## src/hdl/tmm_pkg.sv

```systemverilog
`default_nettype none

package tmm_pkg;

    // field widths
    localparam int unsigned KEYS_W   = 8;
    localparam int unsigned AXIS_W   = 16;
    localparam int unsigned SQ_W     = 32;
    localparam int unsigned NORM_W   = 32;
    localparam int unsigned TICK_W   = 6;
    localparam int unsigned COUNT_W  = 8;
    localparam int unsigned MLIM_W   = 7;
    localparam int unsigned LEVEL_W  = 17;
    localparam int unsigned CODE_W   = 4;
    localparam int unsigned PHASE_W  = 2;
    localparam int unsigned CFG_IDX_W = 3;
    localparam int unsigned CFG_DAT_W = 32;

    // configuration register indexes
    localparam logic [CFG_IDX_W-1:0] CFG_GRAVITY   = 3'd0;
    localparam logic [CFG_IDX_W-1:0] CFG_TICK      = 3'd1;
    localparam logic [CFG_IDX_W-1:0] CFG_FALL_LIM  = 3'd2;
    localparam logic [CFG_IDX_W-1:0] CFG_MOVE_LIM  = 3'd3;
    localparam logic [CFG_IDX_W-1:0] CFG_FREE_LVL  = 3'd4;
    localparam logic [CFG_IDX_W-1:0] CFG_HELD_LVL  = 3'd5;

    // register reset values
    localparam logic [NORM_W-1:0]  RST_GRAVITY  = 32'd0;
    localparam logic [TICK_W-1:0]  RST_TICK     = 6'd10;
    localparam logic [COUNT_W-1:0] RST_FALL_LIM = 8'd20;
    localparam logic [MLIM_W-1:0]  RST_MOVE_LIM = 7'd100;
    localparam logic [LEVEL_W-1:0] RST_FREE_LVL = 17'd5000;
    localparam logic [LEVEL_W-1:0] RST_HELD_LVL = 17'd2000;

    localparam logic [COUNT_W-1:0] COUNT_MAX = 8'd255;

    // transition codes
    localparam logic [CODE_W-1:0] TR_NONE      = 4'd0;
    localparam logic [CODE_W-1:0] TR_TOUCH     = 4'd1;
    localparam logic [CODE_W-1:0] TR_FALL      = 4'd2;
    localparam logic [CODE_W-1:0] TR_RELEASE   = 4'd3;
    localparam logic [CODE_W-1:0] TR_STILL_GRIP = 4'd4;
    localparam logic [CODE_W-1:0] TR_MOVE      = 4'd5;
    localparam logic [CODE_W-1:0] TR_THROW     = 4'd6;
    localparam logic [CODE_W-1:0] TR_MOVE_GRIP = 4'd7;
    localparam logic [CODE_W-1:0] TR_STOP      = 4'd8;
    localparam logic [CODE_W-1:0] TR_CATCH     = 4'd9;
    localparam logic [CODE_W-1:0] TR_HALT      = 4'd10;

    // manipulation phases
    localparam logic [PHASE_W-1:0] PH_FREE_STILL = 2'd0;
    localparam logic [PHASE_W-1:0] PH_HELD_STILL = 2'd1;
    localparam logic [PHASE_W-1:0] PH_HELD_MOVE  = 2'd2;
    localparam logic [PHASE_W-1:0] PH_FREE_MOVE  = 2'd3;

    typedef struct packed {
        logic [NORM_W-1:0]  gravity_norm;
        logic [TICK_W-1:0]  tick_period;
        logic [COUNT_W-1:0] freefall_limit;
        logic [MLIM_W-1:0]  motion_limit;
        logic [LEVEL_W-1:0] free_accel_level;
        logic [LEVEL_W-1:0] held_accel_level;
    } t_cfg;

    typedef struct packed {
        logic              ready;
        logic [KEYS_W-1:0] keys;
    } t_touch;

    typedef struct packed {
        logic [CODE_W-1:0]  transition;
        logic [KEYS_W-1:0]  grip;
        logic [PHASE_W-1:0] phase;
        logic               falling;
        logic               moving;
    } t_result;

endpackage

`default_nettype wire

```

## src/hdl/tmm_norm_pipe.sv

```systemverilog
`default_nettype none

module tmm_norm_pipe #(
    parameter int unsigned NORM_SHIFT = 15,
    parameter int unsigned DEV_W      = 32 - NORM_SHIFT
) (
    input  wire logic                             i_clk,
    input  wire logic                             i_rst_n,
    input  wire logic                             i_valid,
    output logic                                  o_ready,
    input  wire tmm_pkg::t_touch                  i_touch,
    input  wire logic signed [tmm_pkg::AXIS_W-1:0] i_ax,
    input  wire logic signed [tmm_pkg::AXIS_W-1:0] i_ay,
    input  wire logic signed [tmm_pkg::AXIS_W-1:0] i_az,
    input  wire logic [tmm_pkg::NORM_W-1:0]       i_gravity,
    output logic                                  o_valid,
    input  wire logic                             i_ready,
    output tmm_pkg::t_touch                       o_touch,
    output logic [DEV_W-1:0]                      o_dev
);
    import tmm_pkg::*;

    // stage a: raw sample
    logic                      r_a_valid;
    t_touch                    r_a_touch;
    logic signed [AXIS_W-1:0]  r_ax, r_ay, r_az;
    // stage b: squares
    logic                      r_b_valid;
    t_touch                    r_b_touch;
    logic [SQ_W-1:0]           r_sx, r_sy, r_sz;
    // stage c: deviation
    logic                      r_c_valid;
    t_touch                    r_c_touch;
    logic [DEV_W-1:0]          r_dev;

    logic a_ready, b_ready, c_ready;
    logic [NORM_W-1:0] norm, diff, shifted;

    function automatic logic [AXIS_W-1:0] mag(input logic signed [AXIS_W-1:0] v);
        // most negative value maps onto itself, which reads right as unsigned
        return v[AXIS_W-1] ? (~v + 1'b1) : v;
    endfunction

    function automatic logic [SQ_W-1:0] square(input logic signed [AXIS_W-1:0] v);
        logic [AXIS_W-1:0] m;
        m = mag(v);
        return SQ_W'(m) * SQ_W'(m);
    endfunction

    assign c_ready = !r_c_valid || i_ready;
    assign b_ready = !r_b_valid || c_ready;
    assign a_ready = !r_a_valid || b_ready;
    assign o_ready = a_ready;

    // squares are at most 2^30, so three of them fit 32 bits
    assign norm    = r_sx + r_sy + r_sz;
    assign diff    = (norm >= i_gravity) ? (norm - i_gravity) : (i_gravity - norm);
    assign shifted = diff >> NORM_SHIFT;

    always_ff @(posedge i_clk) begin
        if (!i_rst_n) begin
            r_a_valid <= 1'b0;
            r_b_valid <= 1'b0;
            r_c_valid <= 1'b0;
        end else begin
            if (a_ready) r_a_valid <= i_valid;
            if (b_ready) r_b_valid <= r_a_valid;
            if (c_ready) r_c_valid <= r_b_valid;
        end
    end

    always_ff @(posedge i_clk) begin
        if (a_ready) begin
            r_a_touch <= i_touch;
            r_ax      <= i_ax;
            r_ay      <= i_ay;
            r_az      <= i_az;
        end
        if (b_ready) begin
            r_b_touch <= r_a_touch;
            r_sx      <= square(r_ax);
            r_sy      <= square(r_ay);
            r_sz      <= square(r_az);
        end
        if (c_ready) begin
            r_c_touch <= r_b_touch;
            r_dev     <= shifted[DEV_W-1:0];
        end
    end

    assign o_valid = r_c_valid;
    assign o_touch = r_c_touch;
    assign o_dev   = r_dev;

endmodule

`default_nettype wire

```

## src/hdl/tmm_track.sv

```systemverilog
`default_nettype none

module tmm_track #(
    parameter int unsigned DEV_W = 17
) (
    input  wire logic              i_clk,
    input  wire logic              i_rst_n,
    input  wire tmm_pkg::t_cfg     i_cfg,
    input  wire logic              i_valid,
    output logic                   o_ready,
    input  wire tmm_pkg::t_touch   i_touch,
    input  wire logic [DEV_W-1:0]  i_dev,
    output logic                   o_valid,
    input  wire logic              i_ready,
    output tmm_pkg::t_result       o_result
);
    import tmm_pkg::*;

    localparam int unsigned CMP_W = (DEV_W > LEVEL_W) ? DEV_W : LEVEL_W;

    logic [PHASE_W-1:0] r_phase, n_phase;
    logic [KEYS_W-1:0]  r_touch, n_touch;
    logic [COUNT_W-1:0] r_ff_cnt, n_ff_cnt;
    logic [COUNT_W-1:0] r_mv_cnt, n_mv_cnt;
    logic               r_fall_last, r_move_last;
    logic               r_out_valid;
    t_result            r_result, n_result;

    logic               take, new_grip, new_fall, new_move, fall_now, move_now;
    logic               over_free, over_held;
    logic [CMP_W-1:0]   dev_x;
    logic [COUNT_W:0]   ff_room, mv_sum;
    logic [COUNT_W-1:0] tick_x, mv_cap;
    logic [CODE_W-1:0]  code;

    assign o_ready = !r_out_valid || i_ready;
    assign take    = i_valid && o_ready;

    assign new_grip = i_touch.ready && (i_touch.keys != r_touch);
    assign n_touch  = i_touch.ready ? i_touch.keys : r_touch;

    assign dev_x     = CMP_W'(i_dev);
    assign over_free = dev_x > CMP_W'(i_cfg.free_accel_level);
    assign over_held = dev_x > CMP_W'(i_cfg.held_accel_level);
    assign tick_x    = COUNT_W'(i_cfg.tick_period);
    assign ff_room   = {1'b0, COUNT_MAX} - {1'b0, tick_x};
    assign mv_sum    = {1'b0, r_mv_cnt} + {1'b0, tick_x};
    assign mv_cap    = {i_cfg.motion_limit, 1'b0};

    // history counts
    always_comb begin
        n_ff_cnt = r_ff_cnt;
        n_mv_cnt = r_mv_cnt;
        if (n_touch == '0) begin
            n_mv_cnt = '0;
            if (over_free) begin
                if ({1'b0, r_ff_cnt} <= ff_room) n_ff_cnt = r_ff_cnt + tick_x;
            end else begin
                n_ff_cnt = '0;
            end
        end else if (over_held) begin
            if (r_mv_cnt <= mv_cap) n_mv_cnt = mv_sum[COUNT_W] ? COUNT_MAX : mv_sum[COUNT_W-1:0];
        end else if (r_mv_cnt >= tick_x) begin
            n_mv_cnt = r_mv_cnt - tick_x;
        end
    end

    assign fall_now = n_ff_cnt > i_cfg.freefall_limit;
    assign move_now = n_mv_cnt > COUNT_W'(i_cfg.motion_limit);
    assign new_fall = fall_now != r_fall_last;
    assign new_move = move_now != r_move_last;

    // manipulation phase
    always_comb begin
        n_phase = r_phase;
        code    = TR_NONE;
        unique case (r_phase)
            PH_FREE_STILL: begin
                if (new_grip) begin
                    n_phase = PH_HELD_STILL; code = TR_TOUCH;
                end else if (new_fall) begin
                    n_phase = PH_FREE_MOVE; code = TR_FALL;
                end
            end
            PH_HELD_STILL: begin
                if (new_grip) begin
                    if (n_touch == '0) begin
                        n_phase = PH_FREE_STILL; code = TR_RELEASE;
                    end else begin
                        code = TR_STILL_GRIP;
                    end
                end else if (new_move) begin
                    n_phase = PH_HELD_MOVE; code = TR_MOVE;
                end
            end
            PH_HELD_MOVE: begin
                if (new_grip) begin
                    if (n_touch == '0) begin
                        n_phase = PH_FREE_MOVE; code = TR_THROW;
                    end else begin
                        code = TR_MOVE_GRIP;
                    end
                end else if (new_move) begin
                    n_phase = PH_HELD_STILL; code = TR_STOP;
                end
            end
            default: begin
                if (new_grip) begin
                    n_phase = PH_HELD_MOVE; code = TR_CATCH;
                end else if (n_mv_cnt == '0) begin
                    n_phase = PH_FREE_STILL; code = TR_HALT;
                end
            end
        endcase
    end

    always_comb begin
        n_result.transition = code;
        n_result.grip       = n_touch;
        n_result.phase      = n_phase;
        n_result.falling    = fall_now;
        n_result.moving     = move_now;
    end

    always_ff @(posedge i_clk) begin
        if (!i_rst_n) begin
            r_phase     <= PH_FREE_STILL;
            r_touch     <= '0;
            r_ff_cnt    <= '0;
            r_mv_cnt    <= '0;
            r_fall_last <= 1'b0;
            r_move_last <= 1'b0;
            r_out_valid <= 1'b0;
        end else begin
            if (take) begin
                r_phase     <= n_phase;
                r_touch     <= n_touch;
                r_ff_cnt    <= n_ff_cnt;
                r_mv_cnt    <= n_mv_cnt;
                r_fall_last <= fall_now;
                r_move_last <= move_now;
            end
            if (o_ready) r_out_valid <= i_valid;
        end
    end

    always_ff @(posedge i_clk) begin
        if (take) r_result <= n_result;
    end

    assign o_valid  = r_out_valid;
    assign o_result = r_result;

endmodule

`default_nettype wire

```

## src/hdl/touch_motion_manipulation_fsm.sv

```systemverilog
`default_nettype none

// channel   | direction | handshake                    | payload
// ----------+-----------+------------------------------+----------------------------------
// sample    | in        | i_s_tvalid / o_s_tready      | i_s_tdata, i_s_tuser
// result    | out       | o_m_tvalid / i_m_tready      | o_m_tdata
// config    | in        | i_cfg_valid / o_cfg_ready    | i_cfg_index, i_cfg_data
//
// one item per clock sustained while the result side accepts; an accepted sample passes the
// input, square and deviation registers in turn, then the result register
// the per-item state update sits in the result stage, so items chain back to back
// synchronous active-low reset clears all counts, phase, grip and valid bits
// every stage holds while its downstream neighbor stalls; config is always ready

module touch_motion_manipulation_fsm #(
    parameter int unsigned NORM_SHIFT = 15
) (
    input  wire logic        i_clk,
    input  wire logic        i_rst_n,
    // sample items
    input  wire logic        i_s_tvalid,
    output logic             o_s_tready,
    input  wire logic [55:0] i_s_tdata,   // touch_keys[7:0], accel_x[23:8], accel_y[39:24], accel_z[55:40]
    input  wire logic        i_s_tuser,   // touch_ready[0]
    // result items
    output logic             o_m_tvalid,
    input  wire logic        i_m_tready,
    output logic [15:0]      o_m_tdata,   // transition[3:0], grip[11:4], phase[13:12], falling[14], moving[15]
    // register writes
    input  wire logic        i_cfg_valid,
    output logic             o_cfg_ready,
    input  wire logic [tmm_pkg::CFG_IDX_W-1:0] i_cfg_index,
    input  wire logic [tmm_pkg::CFG_DAT_W-1:0] i_cfg_data
);
    import tmm_pkg::*;

    localparam int unsigned DEV_W = 32 - NORM_SHIFT;

    t_cfg     r_cfg;
    t_touch   s_touch, p_touch;
    logic     p_valid, p_ready;
    logic [DEV_W-1:0] p_dev;
    t_result  result;

    // configuration registers, always accepted
    assign o_cfg_ready = 1'b1;

    always_ff @(posedge i_clk) begin
        if (!i_rst_n) begin
            r_cfg.gravity_norm     <= RST_GRAVITY;
            r_cfg.tick_period      <= RST_TICK;
            r_cfg.freefall_limit   <= RST_FALL_LIM;
            r_cfg.motion_limit     <= RST_MOVE_LIM;
            r_cfg.free_accel_level <= RST_FREE_LVL;
            r_cfg.held_accel_level <= RST_HELD_LVL;
        end else if (i_cfg_valid) begin
            // unknown indexes are dropped
            unique case (i_cfg_index)
                CFG_GRAVITY:  r_cfg.gravity_norm     <= i_cfg_data[NORM_W-1:0];
                CFG_TICK:     r_cfg.tick_period      <= i_cfg_data[TICK_W-1:0];
                CFG_FALL_LIM: r_cfg.freefall_limit   <= i_cfg_data[COUNT_W-1:0];
                CFG_MOVE_LIM: r_cfg.motion_limit     <= i_cfg_data[MLIM_W-1:0];
                CFG_FREE_LVL: r_cfg.free_accel_level <= i_cfg_data[LEVEL_W-1:0];
                CFG_HELD_LVL: r_cfg.held_accel_level <= i_cfg_data[LEVEL_W-1:0];
                default: ;
            endcase
        end
    end

    assign s_touch.ready = i_s_tuser;
    assign s_touch.keys  = i_s_tdata[7:0];

    // squares and gravity deviation
    tmm_norm_pipe #(
        .NORM_SHIFT (NORM_SHIFT),
        .DEV_W      (DEV_W)
    ) u_norm (
        .i_clk     (i_clk),
        .i_rst_n   (i_rst_n),
        .i_valid   (i_s_tvalid),
        .o_ready   (o_s_tready),
        .i_touch   (s_touch),
        .i_ax      (i_s_tdata[23:8]),
        .i_ay      (i_s_tdata[39:24]),
        .i_az      (i_s_tdata[55:40]),
        .i_gravity (r_cfg.gravity_norm),
        .o_valid   (p_valid),
        .i_ready   (p_ready),
        .o_touch   (p_touch),
        .o_dev     (p_dev)
    );

    // counts, flag edges and manipulation phase
    tmm_track #(
        .DEV_W (DEV_W)
    ) u_track (
        .i_clk    (i_clk),
        .i_rst_n  (i_rst_n),
        .i_cfg    (r_cfg),
        .i_valid  (p_valid),
        .o_ready  (p_ready),
        .i_touch  (p_touch),
        .i_dev    (p_dev),
        .o_valid  (o_m_tvalid),
        .i_ready  (i_m_tready),
        .o_result (result)
    );

    assign o_m_tdata = {result.moving, result.falling, result.phase,
                        result.grip, result.transition};

endmodule

`default_nettype wire
```

## config.mk

```make
export PLATFORM = sky130hd
export DESIGN_NAME = touch_motion_manipulation_fsm
export DESIGN_NICKNAME = d
export VERILOG_FILES = /design/src/hdl/tmm_pkg.sv /design/src/hdl/tmm_norm_pipe.sv /design/src/hdl/tmm_track.sv /design/src/hdl/touch_motion_manipulation_fsm.sv
export SDC_FILE = /design/constraint.sdc
export NUM_CORES = 2
export LEC_CHECK = 0
export BUFFER_PORTS_ARGS = -buffer_cell sky130_fd_sc_hd__buf_4
export CAP_MARGIN = 15
export CORE_MARGIN = 1
export CORE_UTILIZATION = 50
export DETAILED_ROUTE_END_ITERATION = 8
export GPL_TIMING_DRIVEN = 1
export MAX_ROUTING_LAYER = met4
export PLACE_DENSITY = 0.73
export SLEW_MARGIN = 20
export SYNTH_ARGS = -nofsm -noshare
export SYNTH_HDL_FRONTEND = slang
export SYNTH_SLANG_ARGS = --single-unit
export TNS_END_PERCENT = 20
```

## constraint.sdc

```tcl
create_clock -name i_clk -period 11.55 [get_ports i_clk]
set_clock_uncertainty 0.2 [all_clocks]
set_input_delay 2.8875 -clock i_clk [delete_from_list [all_inputs] [get_ports i_clk]]
set_output_delay 2.8875 -clock i_clk [all_outputs]
set_load 0.02 [all_outputs]
```

==> impl_metrics.csv <==
group,metric,value,unit
timing,fmax,102,MHz
synth,ys_ff_latch,320,
synth,seq_area_frac_synth,0.214,
timing,maxSlewHeadroom,0.250,
timing,worst_pin_slew,1.12,ns
synth,synth_top_flop_cell,"edfxtp_1",
placement,io_buffers,114,
hold_path,holdCritPathClass,"reg -> reg",
routing,routed-via-count,29000,
floorplan,initial_core_util,0.507,
clock_network,clkSinkCount,320,
clock_network,cts_resized,0,
final_layout,drive_gt1_frac,0.0590,
global_route,overflow,0,
routing,drc_errors,0,
floorplan,ios,116,
floorplan,die_h,283,µm
synth,synth_area,39400,µm²
worst_setup_path,critPathLaunchType,"register",
synth,netlist_instances,4221,
final_layout,nNetsFinal,5420,
clock_network,cts_made_buffers,39,
worst_setup_path,critPathArrivalTime,9.91,ns
worst_setup_path,critPathBufInv,6,
routing,drtPass1Iterations,7,
final_layout,fillers,6866,
floorplan,num_rows,102,
hold_path,min_path_cells,0,
synth,synth_most_common_cell,"inv_1",
routing,vias_per_cell,5.35,
timing,rsz0062_at_grt,"false",
timing,min_period,9.77,ns
final_layout,utilization,0.552,
worst_setup_path,crit_required,11.68,ns
clock_network,postCtsHoldBufs,0,
global_route,grt_pass1_vias,29300,
floorplan,coreArea,77700,µm²
outcome,status,"finished, final reports clean",
global_route,grt_pass1_wl,148000,µm
worst_setup_path,path_class,"reg -> reg",
clock_network,htreeDepth,2,
synth,synth_common_cells,"844 x inv_1, 523 x fa_1, 461 x ha_1",
timing,slew_viol_final,0,
worst_setup_path,cp_slowest_cell,"xnor2_1",
synth,async_flop_share,0,
worst_setup_path,reg2reg_depth,27,
clock_network,path_clk_slew,0.06,ns
global_route,grt_max_degree,94,
worst_setup_path,crit_cells,27,
routing,initialDrtViolationCount,1906,
floorplan,die_w,283,µm
clock_network,clock_latency,0.59,ns
synth,syn_area_per_cell,9.33,µm²
final_layout,fin_area,42900,µm²
worst_setup_path,max_stage_delay,0.75,ns
placement,dp_hpwl,74800,µm
worst_setup_path,endpoint_kind,"register",
worst_setup_path,reg2reg_slack,1.78,ns
routing,ant_nets,0,
synth,synth_top_cell_by_area,"fa_1",
worst_setup_path,path_delay_family,"adder cells",
global_route,antenna_found_initial,0,
synth,synth_edf_count,201,
synth,synthTopCellsByArea,"fa_1 27%, edfxtp_1 15%, ha_1 15%",
synth,synth_cell_types,93,
clock_network,cts_tree,"done",
clock_network,post_cts_buffers,0,
placement,gp_congestion,0.937,
global_route,track_usage,0.242,
timing,setup_viol,0,
routing,routed_wl,90900,µm
synth,yosys_warnings,0,
run,maxCapViolations,0,
timing,hold_violations,0,
timing,fin_setup_tns,0,ns
clock_network,clk_path_buf_depth,3,
synth,netlist.area_leader.share,0.266,
clock_network,cts-root-buf,"clkbuf_16",
placement,dpl-instance-area,41500,µm²
final_layout,area_growth,9.04,%
routing,post_drt_wl_per_cell,16.8,µm
timing,fin_crit_sh,0.846,
floorplan,dieArea,79900,µm²
worst_setup_path,cp_common_cell,"fa_1",
worst_setup_path,worstPathMaxFanout,11,
-- metrics by stage --
stage | hold WS, ns | instances | setup WS (ns)
after floorplan | 0.200 | 4256 | 3.50
after global placement | 0.201 | 5338 | 2.18
after detailed placement | 0.205 | 5338 | 1.89
after CTS | 0.219 | 5410 | 1.85
after global routing | 0.221 | 5410 | 1.26
final | 0.216 | 5411 | 1.78
-- metal layers --
metal / track usage / vias up / part of all wire
li1: - / 13900 / -
met2: 0.389 / 862 / 0.47
met4: 0.0865 / 0 / 0.037
met3: 0.0393 / 168 / 0.065
met1: 0.310 / 14000 / 0.43
met5: - / - / 0
-- sequential cells by signal, indices dropped and copies added, names as in the netlist, 2 cells and up --
signal / flops
r_cfg: 87
u_norm.o_dev: 17
u_norm.o_touch: 9
u_norm.r_a_touch: 9
u_norm.r_ax: 16
u_norm.r_ay: 16
u_norm.r_az: 16
u_norm.r_b_touch: 9
u_norm.r_sx: 31
u_norm.r_sy: 31
u_norm.r_sz: 31
u_track.o_result: 16
u_track.r_ff_cnt: 8
u_track.r_mv_cnt: 8
u_track.r_phase: 2
u_track.r_touch: 8
-- area by class of cell --
type	count	area (µm²)	area share
diodes	1	2.50	0.0000583
clock inverters	25	363	0.00845
repair buffers	144	1080	0.0252
well taps	1040	1300	0.0303
inverters	864	3250	0.0756
clock buffers	47	1050	0.0244
flip-flops and latches	320	8420	0.196
multi-input cells	2970	27500	0.640
-- final timing paths --
check,start,to
setup / recovery,u_norm.r_ay[5]$_DFFE_PP_,u_norm.r_sy[30]$_DFFE_PP_
hold / removal,u_norm.r_b_touch[5]$_DFFE_PP_,u_norm.o_touch[5]$_DFFE_PP_
setup reg to reg,u_norm.r_ay[5]$_DFFE_PP_,u_norm.r_sy[30]$_DFFE_PP_
hold reg to reg,u_norm.r_b_touch[5]$_DFFE_PP_,u_norm.o_touch[5]$_DFFE_PP_
-- placed cells by master, fill, tap and decap left out, types with 13 or more instances in the layout --
cell / synthesis / final
a21o_1: 82 / 82
o31ai_1: 15 / 15
clkbuf_16: 0 / 39
conb_1: 2 / 37
o21ai_0: 101 / 101
fa_1: 523 / 523
o21a_1: 33 / 33
and3_1: 27 / 27
o211ai_1: 24 / 24
dfxtp_1: 119 / 119
clkinv_1: 14 / 17
mux2i_1: 19 / 19
a211oi_1: 25 / 25
nand2_1: 451 / 449
nor2b_1: 25 / 25
nand3_1: 40 / 40
ha_1: 461 / 461
nor3_1: 41 / 41
inv_1: 844 / 842
or3_1: 15 / 15
buf_4: 2 / 144
xnor2_1: 148 / 147
edfxtp_1: 201 / 201
a21oi_1: 246 / 246
o21ai_1: 13 / 13
nand4_1: 23 / 23
o21bai_1: 27 / 27
xor2_1: 62 / 62
nor2_1: 307 / 307
and2_1: 13 / 13
nand2b_1: 28 / 28
-- worst reg2reg max path, delay by kind of cell (launching register included) --
family,cells,cell delay [ns]
adders and majority gates,7,3.28
AOI/OAI and AO/OA,8,2.37
and+or+nand+nor,4,1.54
buffers and inverters,6,0.85
xor gates and xnor gates,2,0.85
DFF,1,0.44
-- kinds of logic after synthesis --
family | synth area share
and+or+nand+nor | 0.113
other | 0.000191
muxes | 0.00798
adders and majority gates | 0.412
DFF | 0.214
buffers and inverters | 0.0926
xor gates and xnor gates | 0.0478
AOI/OAI and AO/OA | 0.112
Power is left out: the tool's default activity adds up to more than one toggle a clock period on the data nets, which glitch-free logic cannot reach.
